### config.mk
export PLATFORM = sky130hd
export DESIGN_NAME = priority_round_robin_scheduler
export DESIGN_NICKNAME = d
export VERILOG_FILES = /design/src/design/prrs_pkg.sv /design/src/design/prrs_slot_table.sv /design/src/design/priority_round_robin_scheduler.sv
export SDC_FILE = /design/constraint.sdc
export NUM_CORES = 2
export LEC_CHECK = 0
export BUFFER_PORTS_ARGS = -buffer_cell sky130_fd_sc_hd__clkbuf_2
export CORE_AREA = 2 2 528 530
export CTS_CLUSTER_DIAMETER = 40
export CTS_CLUSTER_SIZE = 12
export DETAILED_ROUTE_END_ITERATION = 12
export DIE_AREA = 0 0 530 532
export GPL_TIMING_DRIVEN = 0
export RECOVER_POWER = 25
export SYNTH_ARGS = -nofsm -noshare
export SYNTH_HDL_FRONTEND = slang
export SYNTH_SLANG_ARGS = --single-unit
### constraint.sdc
create_clock -name i_clk -period 17.5 [get_ports i_clk]
set_input_delay 0.875 -clock i_clk [delete_from_list [all_inputs] [get_ports i_clk]]
set_output_delay 0.875 -clock i_clk [all_outputs]
set_load 0.02 [all_outputs]
### src/design/prrs_pkg.sv
// Shared types and constants for the priority round-robin scheduler.
// No dependencies; every other design file refers to it by scoped names.
`timescale 1ns / 1ps

package prrs_pkg;

    localparam int TID_W   = 16;
    localparam int PRIO_W  = 8;
    localparam int SLICE_W = 32;
    localparam int TIME_W  = 64;
    localparam int CNT_W   = 5;

    typedef enum logic [2:0] {
        CMD_ADMIT  = 3'd0,
        CMD_RETIRE = 3'd1,
        CMD_UPDATE = 3'd2,
        CMD_YIELD  = 3'd3,
        CMD_CHOOSE = 3'd4,
        CMD_QUERY  = 3'd5
    } t_cmd;

    typedef enum logic [2:0] {
        ST_OK      = 3'd0,
        ST_INVALID = 3'd1,
        ST_EXISTS  = 3'd2,
        ST_UNKNOWN = 3'd3,
        ST_FULL    = 3'd4
    } t_status;

    typedef enum logic [2:0] {
        S_IDLE,
        S_FIND,
        S_APPLY,
        S_CHARGE,
        S_REFILL,
        S_PICK,
        S_FINAL,
        S_OUT
    } t_state;

    typedef struct packed {
        logic               used;
        logic               ready;
        logic [TID_W-1:0]   thread;
        logic [PRIO_W-1:0]  prio;
        logic [SLICE_W-1:0] remaining;
        logic [TIME_W-1:0]  order;
    } t_slot;

endpackage

### src/design/prrs_slot_table.sv
// Slot table of the scheduler: one entry per slot, one read/write index.
// Depends on prrs_pkg for the entry layout.
`timescale 1ns / 1ps

module prrs_slot_table #(
    parameter int SLOTS = 16,
    parameter int IW    = 4
) (
    input  logic           i_clk,
    input  logic           i_rst_n,
    input  logic [IW-1:0]  i_idx,
    input  logic           i_we,
    input  prrs_pkg::t_slot i_wdata,
    output prrs_pkg::t_slot o_rdata
);

    prrs_pkg::t_slot r_slot [SLOTS];

    always_ff @(posedge i_clk) begin
        for (int i = 0; i < SLOTS; i++) begin
            if (!i_rst_n) begin
                r_slot[i].used  <= 1'b0;
                r_slot[i].ready <= 1'b0;
            end else if (i_we && (i_idx == IW'(i))) begin
                r_slot[i] <= i_wdata;
            end
        end
    end

    // Read the addressed slot; an index past the table reads as empty.
    always_comb begin
        o_rdata = '0;
        for (int i = 0; i < SLOTS; i++) begin
            if (i_idx == IW'(i)) begin
                o_rdata = r_slot[i];
            end
        end
    end

endmodule

### src/design/priority_round_robin_scheduler.sv
// Strict-priority round-robin thread scheduler over a table of SLOTS slots.
// Each input beat is one command (admit, retire, update, yield, choose, query)
// and yields exactly one result beat. A sequencer walks the slot table one
// slot per cycle through a single read/write port: every command takes a
// lookup walk and a counting walk; table edits and queries put an apply step
// between the two, while choose puts a charge step, a refill walk and a pick
// walk there instead. The input is not ready while a command is in
// progress. The result waits in an output register; the next command is
// taken as soon as the block is back in idle.
// Depends on prrs_pkg and prrs_slot_table.
`timescale 1ns / 1ps

module priority_round_robin_scheduler #(
    parameter int SLOTS = 16
) (
    input  logic         i_clk,
    input  logic         i_rst_n,
    // configuration: slice_length_ns
    input  logic         i_cfg_valid,
    output logic         o_cfg_ready,
    input  logic [31:0]  i_cfg_data,
    // command beats
    input  logic         s_axis_tvalid,
    output logic         s_axis_tready,
    // thread_id[15:0], runnable_flag[16], priority_req[24:17], now_ns[88:25]
    input  logic [95:0]  s_axis_tdata,
    // command[2:0]
    input  logic [2:0]   s_axis_tuser,
    // result beats
    output logic         m_axis_tvalid,
    input  logic         m_axis_tready,
    // status[2:0], next_thread[18:3], timer_ns[50:19], preempted[51],
    // slice_left_ns[83:52], queried_runnable[84], admitted_count[89:85],
    // runnable_count[94:90], running_thread[110:95]
    output logic [111:0] m_axis_tdata
);

    localparam int IW = (SLOTS > 1) ? $clog2(SLOTS) : 1;
    localparam int CW = $clog2(SLOTS + 1);
    localparam logic [IW-1:0] LAST_IDX = IW'(SLOTS - 1);

    localparam int TW = prrs_pkg::TID_W;
    localparam int PW = prrs_pkg::PRIO_W;
    localparam int LW = prrs_pkg::SLICE_W;
    localparam int NW = prrs_pkg::TIME_W;

    prrs_pkg::t_state  r_state, n_state;
    prrs_pkg::t_cmd    r_cmd, n_cmd;
    prrs_pkg::t_status r_status, n_status;

    logic [TW-1:0] r_tid, n_tid;
    logic          r_flag, n_flag;
    logic [PW-1:0] r_prio, n_prio;
    logic [NW-1:0] r_now, n_now;
    logic [IW-1:0] r_idx, n_idx;

    logic          r_hit, n_hit;
    logic [IW-1:0] r_hit_idx, n_hit_idx;
    logic          r_free, n_free;
    logic [IW-1:0] r_free_idx, n_free_idx;

    logic [CW-1:0] r_used_cnt, n_used_cnt;
    logic [CW-1:0] r_run_cnt, n_run_cnt;
    logic [TW-1:0] r_cur, n_cur;
    logic [NW-1:0] r_last, n_last;
    logic          r_decided, n_decided;
    logic [NW-1:0] r_order_ctr, n_order_ctr;
    logic [LW-1:0] r_slice;

    logic          r_pk_ok, n_pk_ok;
    logic [PW-1:0] r_pk_prio, n_pk_prio;
    logic [NW-1:0] r_pk_order, n_pk_order;
    logic [TW-1:0] r_pk_thread, n_pk_thread;
    logic [LW-1:0] r_pk_rem, n_pk_rem;
    logic          r_prev_ready, n_prev_ready;
    logic          r_peer, n_peer;
    logic [LW-1:0] r_q_rem, n_q_rem;
    logic          r_q_rdy, n_q_rdy;

    logic          r_out_valid, n_out_valid;
    logic [111:0]  r_out_data, n_out_data;

    logic            tbl_we;
    prrs_pkg::t_slot tbl_wdata;
    prrs_pkg::t_slot slot;

    prrs_slot_table #(
        .SLOTS (SLOTS),
        .IW    (IW)
    ) u_table (
        .i_clk   (i_clk),
        .i_rst_n (i_rst_n),
        .i_idx   (r_idx),
        .i_we    (tbl_we),
        .i_wdata (tbl_wdata),
        .o_rdata (slot)
    );

    // Lookup key: choose looks up the running thread, everything else the
    // thread named by the command. Thread zero never matches.
    logic [TW-1:0] key;
    logic          match;
    assign key   = (r_cmd == prrs_pkg::CMD_CHOOSE) ? r_cur : r_tid;
    assign match = slot.used && (slot.thread == key) && (key != '0);

    // Charge: elapsed time since the last choose, zero if time went back.
    logic [NW-1:0] elapsed;
    logic [LW-1:0] charged;
    assign elapsed = (r_now >= r_last) ? (r_now - r_last) : '0;
    assign charged = (elapsed >= {{(NW-LW){1'b0}}, slot.remaining}) ?
                     '0 : (slot.remaining - elapsed[LW-1:0]);

    // Pick compare against the best slot so far.
    logic better;
    assign better = !r_pk_ok || (slot.prio > r_pk_prio) ||
                    ((slot.prio == r_pk_prio) && (slot.order < r_pk_order));

    logic          scan_end;
    logic [TW-1:0] next_thread;
    logic          preempted;
    logic [LW-1:0] timer;
    assign scan_end    = (r_idx == LAST_IDX);
    assign next_thread = r_pk_ok ? r_pk_thread : '0;
    assign preempted   = (r_cur != '0) && (r_cur != next_thread) && r_prev_ready;
    assign timer       = (r_pk_ok && r_peer) ? r_pk_rem : '0;

    assign o_cfg_ready   = 1'b1;
    assign s_axis_tready = (r_state == prrs_pkg::S_IDLE);
    assign m_axis_tvalid = r_out_valid;
    assign m_axis_tdata  = r_out_data;

    always_comb begin
        n_state      = r_state;
        n_cmd        = r_cmd;
        n_status     = r_status;
        n_tid        = r_tid;
        n_flag       = r_flag;
        n_prio       = r_prio;
        n_now        = r_now;
        n_idx        = r_idx;
        n_hit        = r_hit;
        n_hit_idx    = r_hit_idx;
        n_free       = r_free;
        n_free_idx   = r_free_idx;
        n_used_cnt   = r_used_cnt;
        n_run_cnt    = r_run_cnt;
        n_cur        = r_cur;
        n_last       = r_last;
        n_decided    = r_decided;
        n_order_ctr  = r_order_ctr;
        n_pk_ok      = r_pk_ok;
        n_pk_prio    = r_pk_prio;
        n_pk_order   = r_pk_order;
        n_pk_thread  = r_pk_thread;
        n_pk_rem     = r_pk_rem;
        n_prev_ready = r_prev_ready;
        n_peer       = r_peer;
        n_q_rem      = r_q_rem;
        n_q_rdy      = r_q_rdy;
        n_out_valid  = r_out_valid && !m_axis_tready;
        n_out_data   = r_out_data;
        tbl_we       = 1'b0;
        tbl_wdata    = slot;

        case (r_state)
            prrs_pkg::S_IDLE: begin
                if (s_axis_tvalid) begin
                    // Latch the command beat and start the lookup walk.
                    n_cmd    = prrs_pkg::t_cmd'(s_axis_tuser);
                    n_tid    = s_axis_tdata[15:0];
                    n_flag   = s_axis_tdata[16];
                    n_prio   = s_axis_tdata[24:17];
                    n_now    = s_axis_tdata[88:25];
                    n_status = prrs_pkg::ST_OK;
                    n_q_rem  = '0;
                    n_q_rdy  = 1'b0;
                    n_hit    = 1'b0;
                    n_free   = 1'b0;
                    n_idx    = '0;
                    n_state  = prrs_pkg::S_FIND;
                end
            end

            prrs_pkg::S_FIND: begin
                if (match && !r_hit) begin
                    n_hit     = 1'b1;
                    n_hit_idx = r_idx;
                end
                if (!slot.used && !r_free) begin
                    n_free     = 1'b1;
                    n_free_idx = r_idx;
                end
                if (scan_end) begin
                    if (r_cmd == prrs_pkg::CMD_CHOOSE) begin
                        n_idx   = n_hit_idx;
                        n_state = prrs_pkg::S_CHARGE;
                    end else begin
                        n_idx   = (r_cmd == prrs_pkg::CMD_ADMIT) ? n_free_idx : n_hit_idx;
                        n_state = prrs_pkg::S_APPLY;
                    end
                end else begin
                    n_idx = r_idx + 1'b1;
                end
            end

            prrs_pkg::S_APPLY: begin
                case (r_cmd)
                    prrs_pkg::CMD_ADMIT: begin
                        if (r_tid == '0) begin
                            n_status = prrs_pkg::ST_INVALID;
                        end else if (r_hit) begin
                            n_status = prrs_pkg::ST_EXISTS;
                        end else if (!r_free) begin
                            n_status = prrs_pkg::ST_FULL;
                        end else begin
                            tbl_we              = 1'b1;
                            tbl_wdata.used      = 1'b1;
                            tbl_wdata.ready     = 1'b1;
                            tbl_wdata.thread    = r_tid;
                            tbl_wdata.prio      = r_prio;
                            tbl_wdata.remaining = r_slice;
                            tbl_wdata.order     = r_order_ctr;
                            n_order_ctr         = r_order_ctr + 1'b1;
                            n_used_cnt          = r_used_cnt + 1'b1;
                        end
                    end
                    prrs_pkg::CMD_RETIRE,
                    prrs_pkg::CMD_UPDATE,
                    prrs_pkg::CMD_YIELD: begin
                        if (r_tid == '0) begin
                            n_status = prrs_pkg::ST_INVALID;
                        end else if (!r_hit) begin
                            n_status = prrs_pkg::ST_UNKNOWN;
                        end else begin
                            tbl_we = 1'b1;
                            if (r_cmd == prrs_pkg::CMD_RETIRE) begin
                                // Drop the slot; the running thread is not charged.
                                tbl_wdata = '0;
                                if (r_used_cnt != '0) begin
                                    n_used_cnt = r_used_cnt - 1'b1;
                                end
                                if (r_cur == r_tid) begin
                                    n_cur = '0;
                                end
                            end else if (r_cmd == prrs_pkg::CMD_UPDATE) begin
                                tbl_wdata.ready = r_flag;
                                tbl_wdata.prio  = r_prio;
                            end else begin
                                tbl_wdata.remaining = '0;
                            end
                        end
                    end
                    prrs_pkg::CMD_QUERY: begin
                        if (!r_hit) begin
                            n_status = prrs_pkg::ST_UNKNOWN;
                        end else begin
                            n_q_rem = slot.remaining;
                            n_q_rdy = slot.ready;
                        end
                    end
                    default: begin
                    end
                endcase
                n_idx     = '0;
                n_run_cnt = '0;
                n_peer    = 1'b0;
                n_pk_ok   = 1'b0;
                n_state   = prrs_pkg::S_FINAL;
            end

            prrs_pkg::S_CHARGE: begin
                if (r_decided && r_hit) begin
                    tbl_we              = 1'b1;
                    tbl_wdata.remaining = charged;
                end
                n_idx   = '0;
                n_state = prrs_pkg::S_REFILL;
            end

            prrs_pkg::S_REFILL: begin
                // Exhausted slices get a full slice and a fresh sequence number.
                if (slot.used && (slot.remaining == '0)) begin
                    tbl_we              = 1'b1;
                    tbl_wdata.remaining = r_slice;
                    tbl_wdata.order     = r_order_ctr;
                    n_order_ctr         = r_order_ctr + 1'b1;
                end
                if (scan_end) begin
                    n_idx        = '0;
                    n_pk_ok      = 1'b0;
                    n_prev_ready = 1'b0;
                    n_state      = prrs_pkg::S_PICK;
                end else begin
                    n_idx = r_idx + 1'b1;
                end
            end

            prrs_pkg::S_PICK: begin
                if (slot.used && slot.ready && better) begin
                    n_pk_ok     = 1'b1;
                    n_pk_prio   = slot.prio;
                    n_pk_order  = slot.order;
                    n_pk_thread = slot.thread;
                    n_pk_rem    = slot.remaining;
                end
                // Note whether the previous thread is still runnable.
                if (slot.used && (r_cur != '0) && (slot.thread == r_cur)) begin
                    n_prev_ready = slot.ready;
                end
                if (scan_end) begin
                    n_idx     = '0;
                    n_run_cnt = '0;
                    n_peer    = 1'b0;
                    n_state   = prrs_pkg::S_FINAL;
                end else begin
                    n_idx = r_idx + 1'b1;
                end
            end

            prrs_pkg::S_FINAL: begin
                if (slot.used && slot.ready) begin
                    n_run_cnt = r_run_cnt + 1'b1;
                    // A runnable peer at the chosen priority arms the timer.
                    if (r_pk_ok && (slot.thread != r_pk_thread) &&
                        (slot.prio == r_pk_prio)) begin
                        n_peer = 1'b1;
                    end
                end
                if (scan_end) begin
                    n_state = prrs_pkg::S_OUT;
                end else begin
                    n_idx = r_idx + 1'b1;
                end
            end

            prrs_pkg::S_OUT: begin
                // Hold here until the output register is free.
                if (!r_out_valid || m_axis_tready) begin
                    n_out_valid = 1'b1;
                    if (r_cmd == prrs_pkg::CMD_CHOOSE) begin
                        n_cur      = next_thread;
                        n_last     = r_now;
                        n_decided  = 1'b1;
                        n_out_data = {1'b0, next_thread, 5'(r_run_cnt), 5'(r_used_cnt),
                                      1'b0, {LW{1'b0}}, preempted, timer,
                                      next_thread, r_status};
                    end else begin
                        n_out_data = {1'b0, r_cur, 5'(r_run_cnt), 5'(r_used_cnt),
                                      r_q_rdy, r_q_rem, 1'b0, {LW{1'b0}},
                                      {TW{1'b0}}, r_status};
                    end
                    n_state = prrs_pkg::S_IDLE;
                end
            end

            default: begin
                n_state = prrs_pkg::S_IDLE;
            end
        endcase
    end

    always_ff @(posedge i_clk) begin
        if (!i_rst_n) begin
            r_state     <= prrs_pkg::S_IDLE;
            r_used_cnt  <= '0;
            r_cur       <= '0;
            r_last      <= '0;
            r_decided   <= 1'b0;
            r_order_ctr <= '0;
            r_slice     <= 32'd10000000;
            r_out_valid <= 1'b0;
        end else begin
            r_state     <= n_state;
            r_used_cnt  <= n_used_cnt;
            r_cur       <= n_cur;
            r_last      <= n_last;
            r_decided   <= n_decided;
            r_order_ctr <= n_order_ctr;
            r_out_valid <= n_out_valid;
            if (i_cfg_valid) begin
                r_slice <= i_cfg_data;
            end
        end
    end

    // Working registers of the walk; valid only while a command is active.
    always_ff @(posedge i_clk) begin
        r_cmd        <= n_cmd;
        r_status     <= n_status;
        r_tid        <= n_tid;
        r_flag       <= n_flag;
        r_prio       <= n_prio;
        r_now        <= n_now;
        r_idx        <= n_idx;
        r_hit        <= n_hit;
        r_hit_idx    <= n_hit_idx;
        r_free       <= n_free;
        r_free_idx   <= n_free_idx;
        r_run_cnt    <= n_run_cnt;
        r_pk_ok      <= n_pk_ok;
        r_pk_prio    <= n_pk_prio;
        r_pk_order   <= n_pk_order;
        r_pk_thread  <= n_pk_thread;
        r_pk_rem     <= n_pk_rem;
        r_prev_ready <= n_prev_ready;
        r_peer       <= n_peer;
        r_q_rem      <= n_q_rem;
        r_q_rdy      <= n_q_rdy;
        r_out_data   <= n_out_data;
    end

endmodule

==> flow_summary_export.csv <==
group,metric,value,unit
job,drv_cap,35,
sta,setup_viol,0,
finish,nFillCells,24513,
die,die_w,530,um
critical_path,worstPathRequired,18080,ps
routing,drt_iter0_markers,12348,
die,core,0.276,sq mm
clocking,clock_sinks,2519,
sta,tightest_slew,4740,ps
logic_synthesis,yosys.area_share.simple,9.52,%
sta,final-hold-violation-count,0,
global_route,grt-ovfl-total,0,
finish,stdcell_count,13309,
finish,area_growth,18.8,%
logic_synthesis,syn_nets,8862,
global_route,grt_pass1_wl,601000,um
die,die_y,532,um
sta,grt_setup_unrepaired,"false",
critical_path,cp.arrival,14680,ps
power,leakagePower,44.1,nW
critical_path,cp-start-kind,"flip-flop",
clocking,cts_resized,0,
status,violations,"capacitance limit, slew limit",
logic_synthesis,synth-xor-area-share,1.34,%
status,outcome,"complete, but fails checks",
die,num_rows,193,
clocking,clk_latency,910,ps
finish,nets,9625,
critical_path,r2r_setup_slack,3400,ps
place,dp_hpwl,315000,um
sta,tns,0,ps
routing,routed_wl,435000,um
logic_synthesis,synthCells,8516,
clocking,htreeDepth,5,
global_route,antenna_found_initial,37,
logic_synthesis,synth-edff-count,2332,
critical_path,crit_end,"r_pk_rem[6]",
place,numPlacedInstances,12606,
critical_path,endpoint_kind,"flip-flop",
critical_path,critPathMaxStageDelay,1180,ps
power,ir_drop,0.000168,V
critical_path,critical_path_class,"reg2reg",
place,gp_congestion,0.969,
logic_synthesis,synthMuxAreaShare,1.06,%
critical_path,crit_fanout,13,
clocking,cts_tree,"done",
logic_synthesis,synthDistinctLibCells,107,
logic_synthesis,synth_seq_cells,2519,
clocking,path_clk_slew,60,ps
die,die-area,0.282,sq mm
sta,slew_headroom,-216,%
sta,fmax,70.9,MHz
sta,fin_crit,14100,ps
critical_path,setup.worst_path.start,"r_idx[1]",
clocking,cts_setup_buffers,0,
global_route,grt.total_usage,29.9,%
logic_synthesis,ys_seq_area_share,67.0,%
logic_synthesis,synth_compound_area_share,15.7,%
routing,vias_per_cell,6.21,
critical_path,reg2regPathDepth,33,
clocking,cts_max_path_buffers,4,
sta,min_period_over_period,80.6,%
logic_synthesis,synth_area_per_cell,12.9,sq um
global_route,grt_pass1_vias,78270,
routing,antenna_left,0,
critical_path,cp_common_cell,"clkbuf_1",
logic_synthesis,synth_top_family_by_area,"compound AO/OA/AOI/OAI gates",
clocking,cts_hold_buf,0,
logic_synthesis,synthArstFlopShare,0,%
die,ios,251,
logic_synthesis,synthAdderAreaFrac,2.41,%
routing,drt_first_pass_iters,10,
logic_synthesis,ys.flop_type,"edfxtp_1",
global_route,grt_max_degree,73,
routing,wl_per_cell,32.7,um
routing,drc_errors,0,
clocking,root_buffer,"clkbuf_16",
hold_path,hold_path.class,"in2reg",
power,powerDensity,224,mW/mm^2
clocking,cts-buffers-inserted,372,
power,design_power_total,29.2,mW
sta,finClkSkew,54.7,ps
critical_path,cpMaxStageDelayCell,"clkbuf_1",
logic_synthesis,ys_warn_count,0,
critical_path,rr_endpoint,"r_pk_rem[6]",
die,initial_core_util,39.9,%
sta,final_max_slew_viol_count,521,
routing,num_vias,82584,
logic_synthesis,synth_area,0.110,sq mm
place,io_buffers,240,
finish,final_layout_size_suffix_gt1_share,11.1,%
critical_path,r2r-start,"r_idx[1]",
[report_power, final]
part           total [mW]  switching, mW  internal (mW)  leakage, nW
clock network        7.44           2.90           4.54         5.94
registers            9.19          0.133           9.06         22.8
logic                12.6           9.39           3.22         15.3
total                29.2           12.4           16.8         44.1
[cell usage in the layout, fill, tap and decap left out, drive strengths merged, types with 125 or more instances in the layout]
cell,netlist,layout
nor2b,128,128
edfxtp,2332,2332
dfxtp,187,187
a22oi,184,184
o21ai,418,418
nand2,653,653
a221oi,223,223
buf,203,277
clkbuf,342,1071
a21oi,509,509
ha,207,207
nand3,125,125
nor3,150,150
clkinv,3,131
nor2,635,635
inv,275,320
[flip-flops by register name (all words and copies together) (netlist names), 4 cells and up]
register / cells
r_tid: 16
r_pk_thread: 16
r_order_ctr: 64
r_free_idx: 4
r_q_rem: 32
r_pk_prio: 8
r_run_cnt: 5
r_last: 64
r_now: 64
r_cur: 16
r_hit_idx: 4
r_pk_rem: 32
r_used_cnt: 5
r_idx: 4
r_prio: 8
r_slice: 32
m_axis_tdata: 111
u_table.r_slot: 1952
r_pk_order: 64
[routing by layer]
layer  track usage (%)  vias up  wire length (um)
met5                 0        -               193
met4              16.6       26             27600
met2              45.3     5464            192000
li1                  -    34638                 -
met3              7.87     1225             50200
met1              38.7    41231            165000
[critical path: cells and delay by family (launching register included)]
family	cells	cell delay (ps)
buffers and inverters	18	7870
flip-flops	1	450
AND/OR/NAND/NOR	5	2760
AO/OA/AOI/OAI	8	1930
adder cells (fa/ha/maj)	2	600
[how the worst min path moves through the flow]
stage                           startpoint              end  slack [ps]  cells past startpoint
final                     s_axis_tdata[23]        r_prio[6]         140                      1
after global routing      s_axis_tdata[80]        r_now[55]         120                      1
after CTS                 s_axis_tdata[72]        r_now[47]          90                      1
after detailed placement        r_last[32]       r_last[32]         460                      2
after global placement          r_last[56]       r_last[56]         450                      2
after floorplan                r_status[0]  m_axis_tdata[0]         420                      0
[cell families (layout without fill, tap and decap cells)]
| group | count (synthesis) | after routing |
|---|---|---|
| fa+ha+maj | 210 | 210 |
| xor+xnor | 169 | 169 |
| other cells | 2 | 28 |
| mux | 114 | 114 |
| buf+inv | 823 | 1885 |
| compound gates | 2477 | 2477 |
| flops | 2519 | 2519 |
| simple gates | 2202 | 2202 |
[synthesized netlist by cell type (65+ instances only)]
| cell type | number | share of area [%] |
|---|---|---|
| o21ai_0 | 403 | 1.8 |
| o211ai_1 | 92 | 0.63 |
| o22ai_1 | 102 | 0.58 |
| mux2i_1 | 92 | 0.84 |
| a21boi_0 | 75 | 0.51 |
| nor3_1 | 149 | 0.68 |
| xor2_1 | 70 | 0.56 |
| buf_1 | 76 | 0.26 |
| o221ai_1 | 65 | 0.52 |
| xnor2_1 | 99 | 0.79 |
| ha_1 | 207 | 2.4 |
| a22o_1 | 80 | 0.64 |
| o21a_1 | 67 | 0.46 |
| a21o_1 | 100 | 0.68 |
| a22oi_1 | 184 | 1.3 |
| a221o_1 | 65 | 0.59 |
| a21oi_1 | 504 | 2.3 |
| nor2b_1 | 128 | 0.73 |
| edfxtp_1 | 2332 | 64 |
| nand2_1 | 652 | 2.2 |
| a211oi_1 | 117 | 0.80 |
| a221oi_1 | 223 | 1.8 |
| nand4_1 | 72 | 0.41 |
| dfxtp_1 | 187 | 3.4 |
| clkbuf_1 | 341 | 1.2 |
| inv_1 | 273 | 0.93 |
| nand3_1 | 125 | 0.57 |
| and2_1 | 97 | 0.55 |
| nor2_1 | 634 | 2.2 |
| buf_2 | 106 | 0.48 |
| nand2b_1 | 85 | 0.48 |
[layout make-up]
cell class | count | area (sq um) | area share, %
well taps | 3705 | 4640 | 3.54
flip-flops and latches | 2519 | 73800 | 56.4
clock buffers | 414 | 9680 | 7.40
repair buffers | 389 | 3410 | 2.60
inverters | 278 | 1040 | 0.799
clock inverters | 259 | 2710 | 2.07
diodes | 26 | 65.1 | 0.0497
multi-input cells | 5174 | 33300 | 25.5
plain buffers | 545 | 2200 | 1.68
[through the flow]
| step | util (%) | hold WS (ps) | area (sq um) | worst slack, ps |
|---|---|---|---|---|
| finish | 47.4 | 142 | 131000 | 3400 |
| global route | 47.4 | 117 | 131000 | 3370 |
| CTS | 47.6 | 92.9 | 131000 | 4880 |
| detailed placement | 43.1 | 457 | 119000 | 4960 |
| global placement | 42.0 | 453 | 116000 | -8390 |
| floorplan | - | 421 | 110000 | 3360 |
Power figures use the tool's default switching activity.
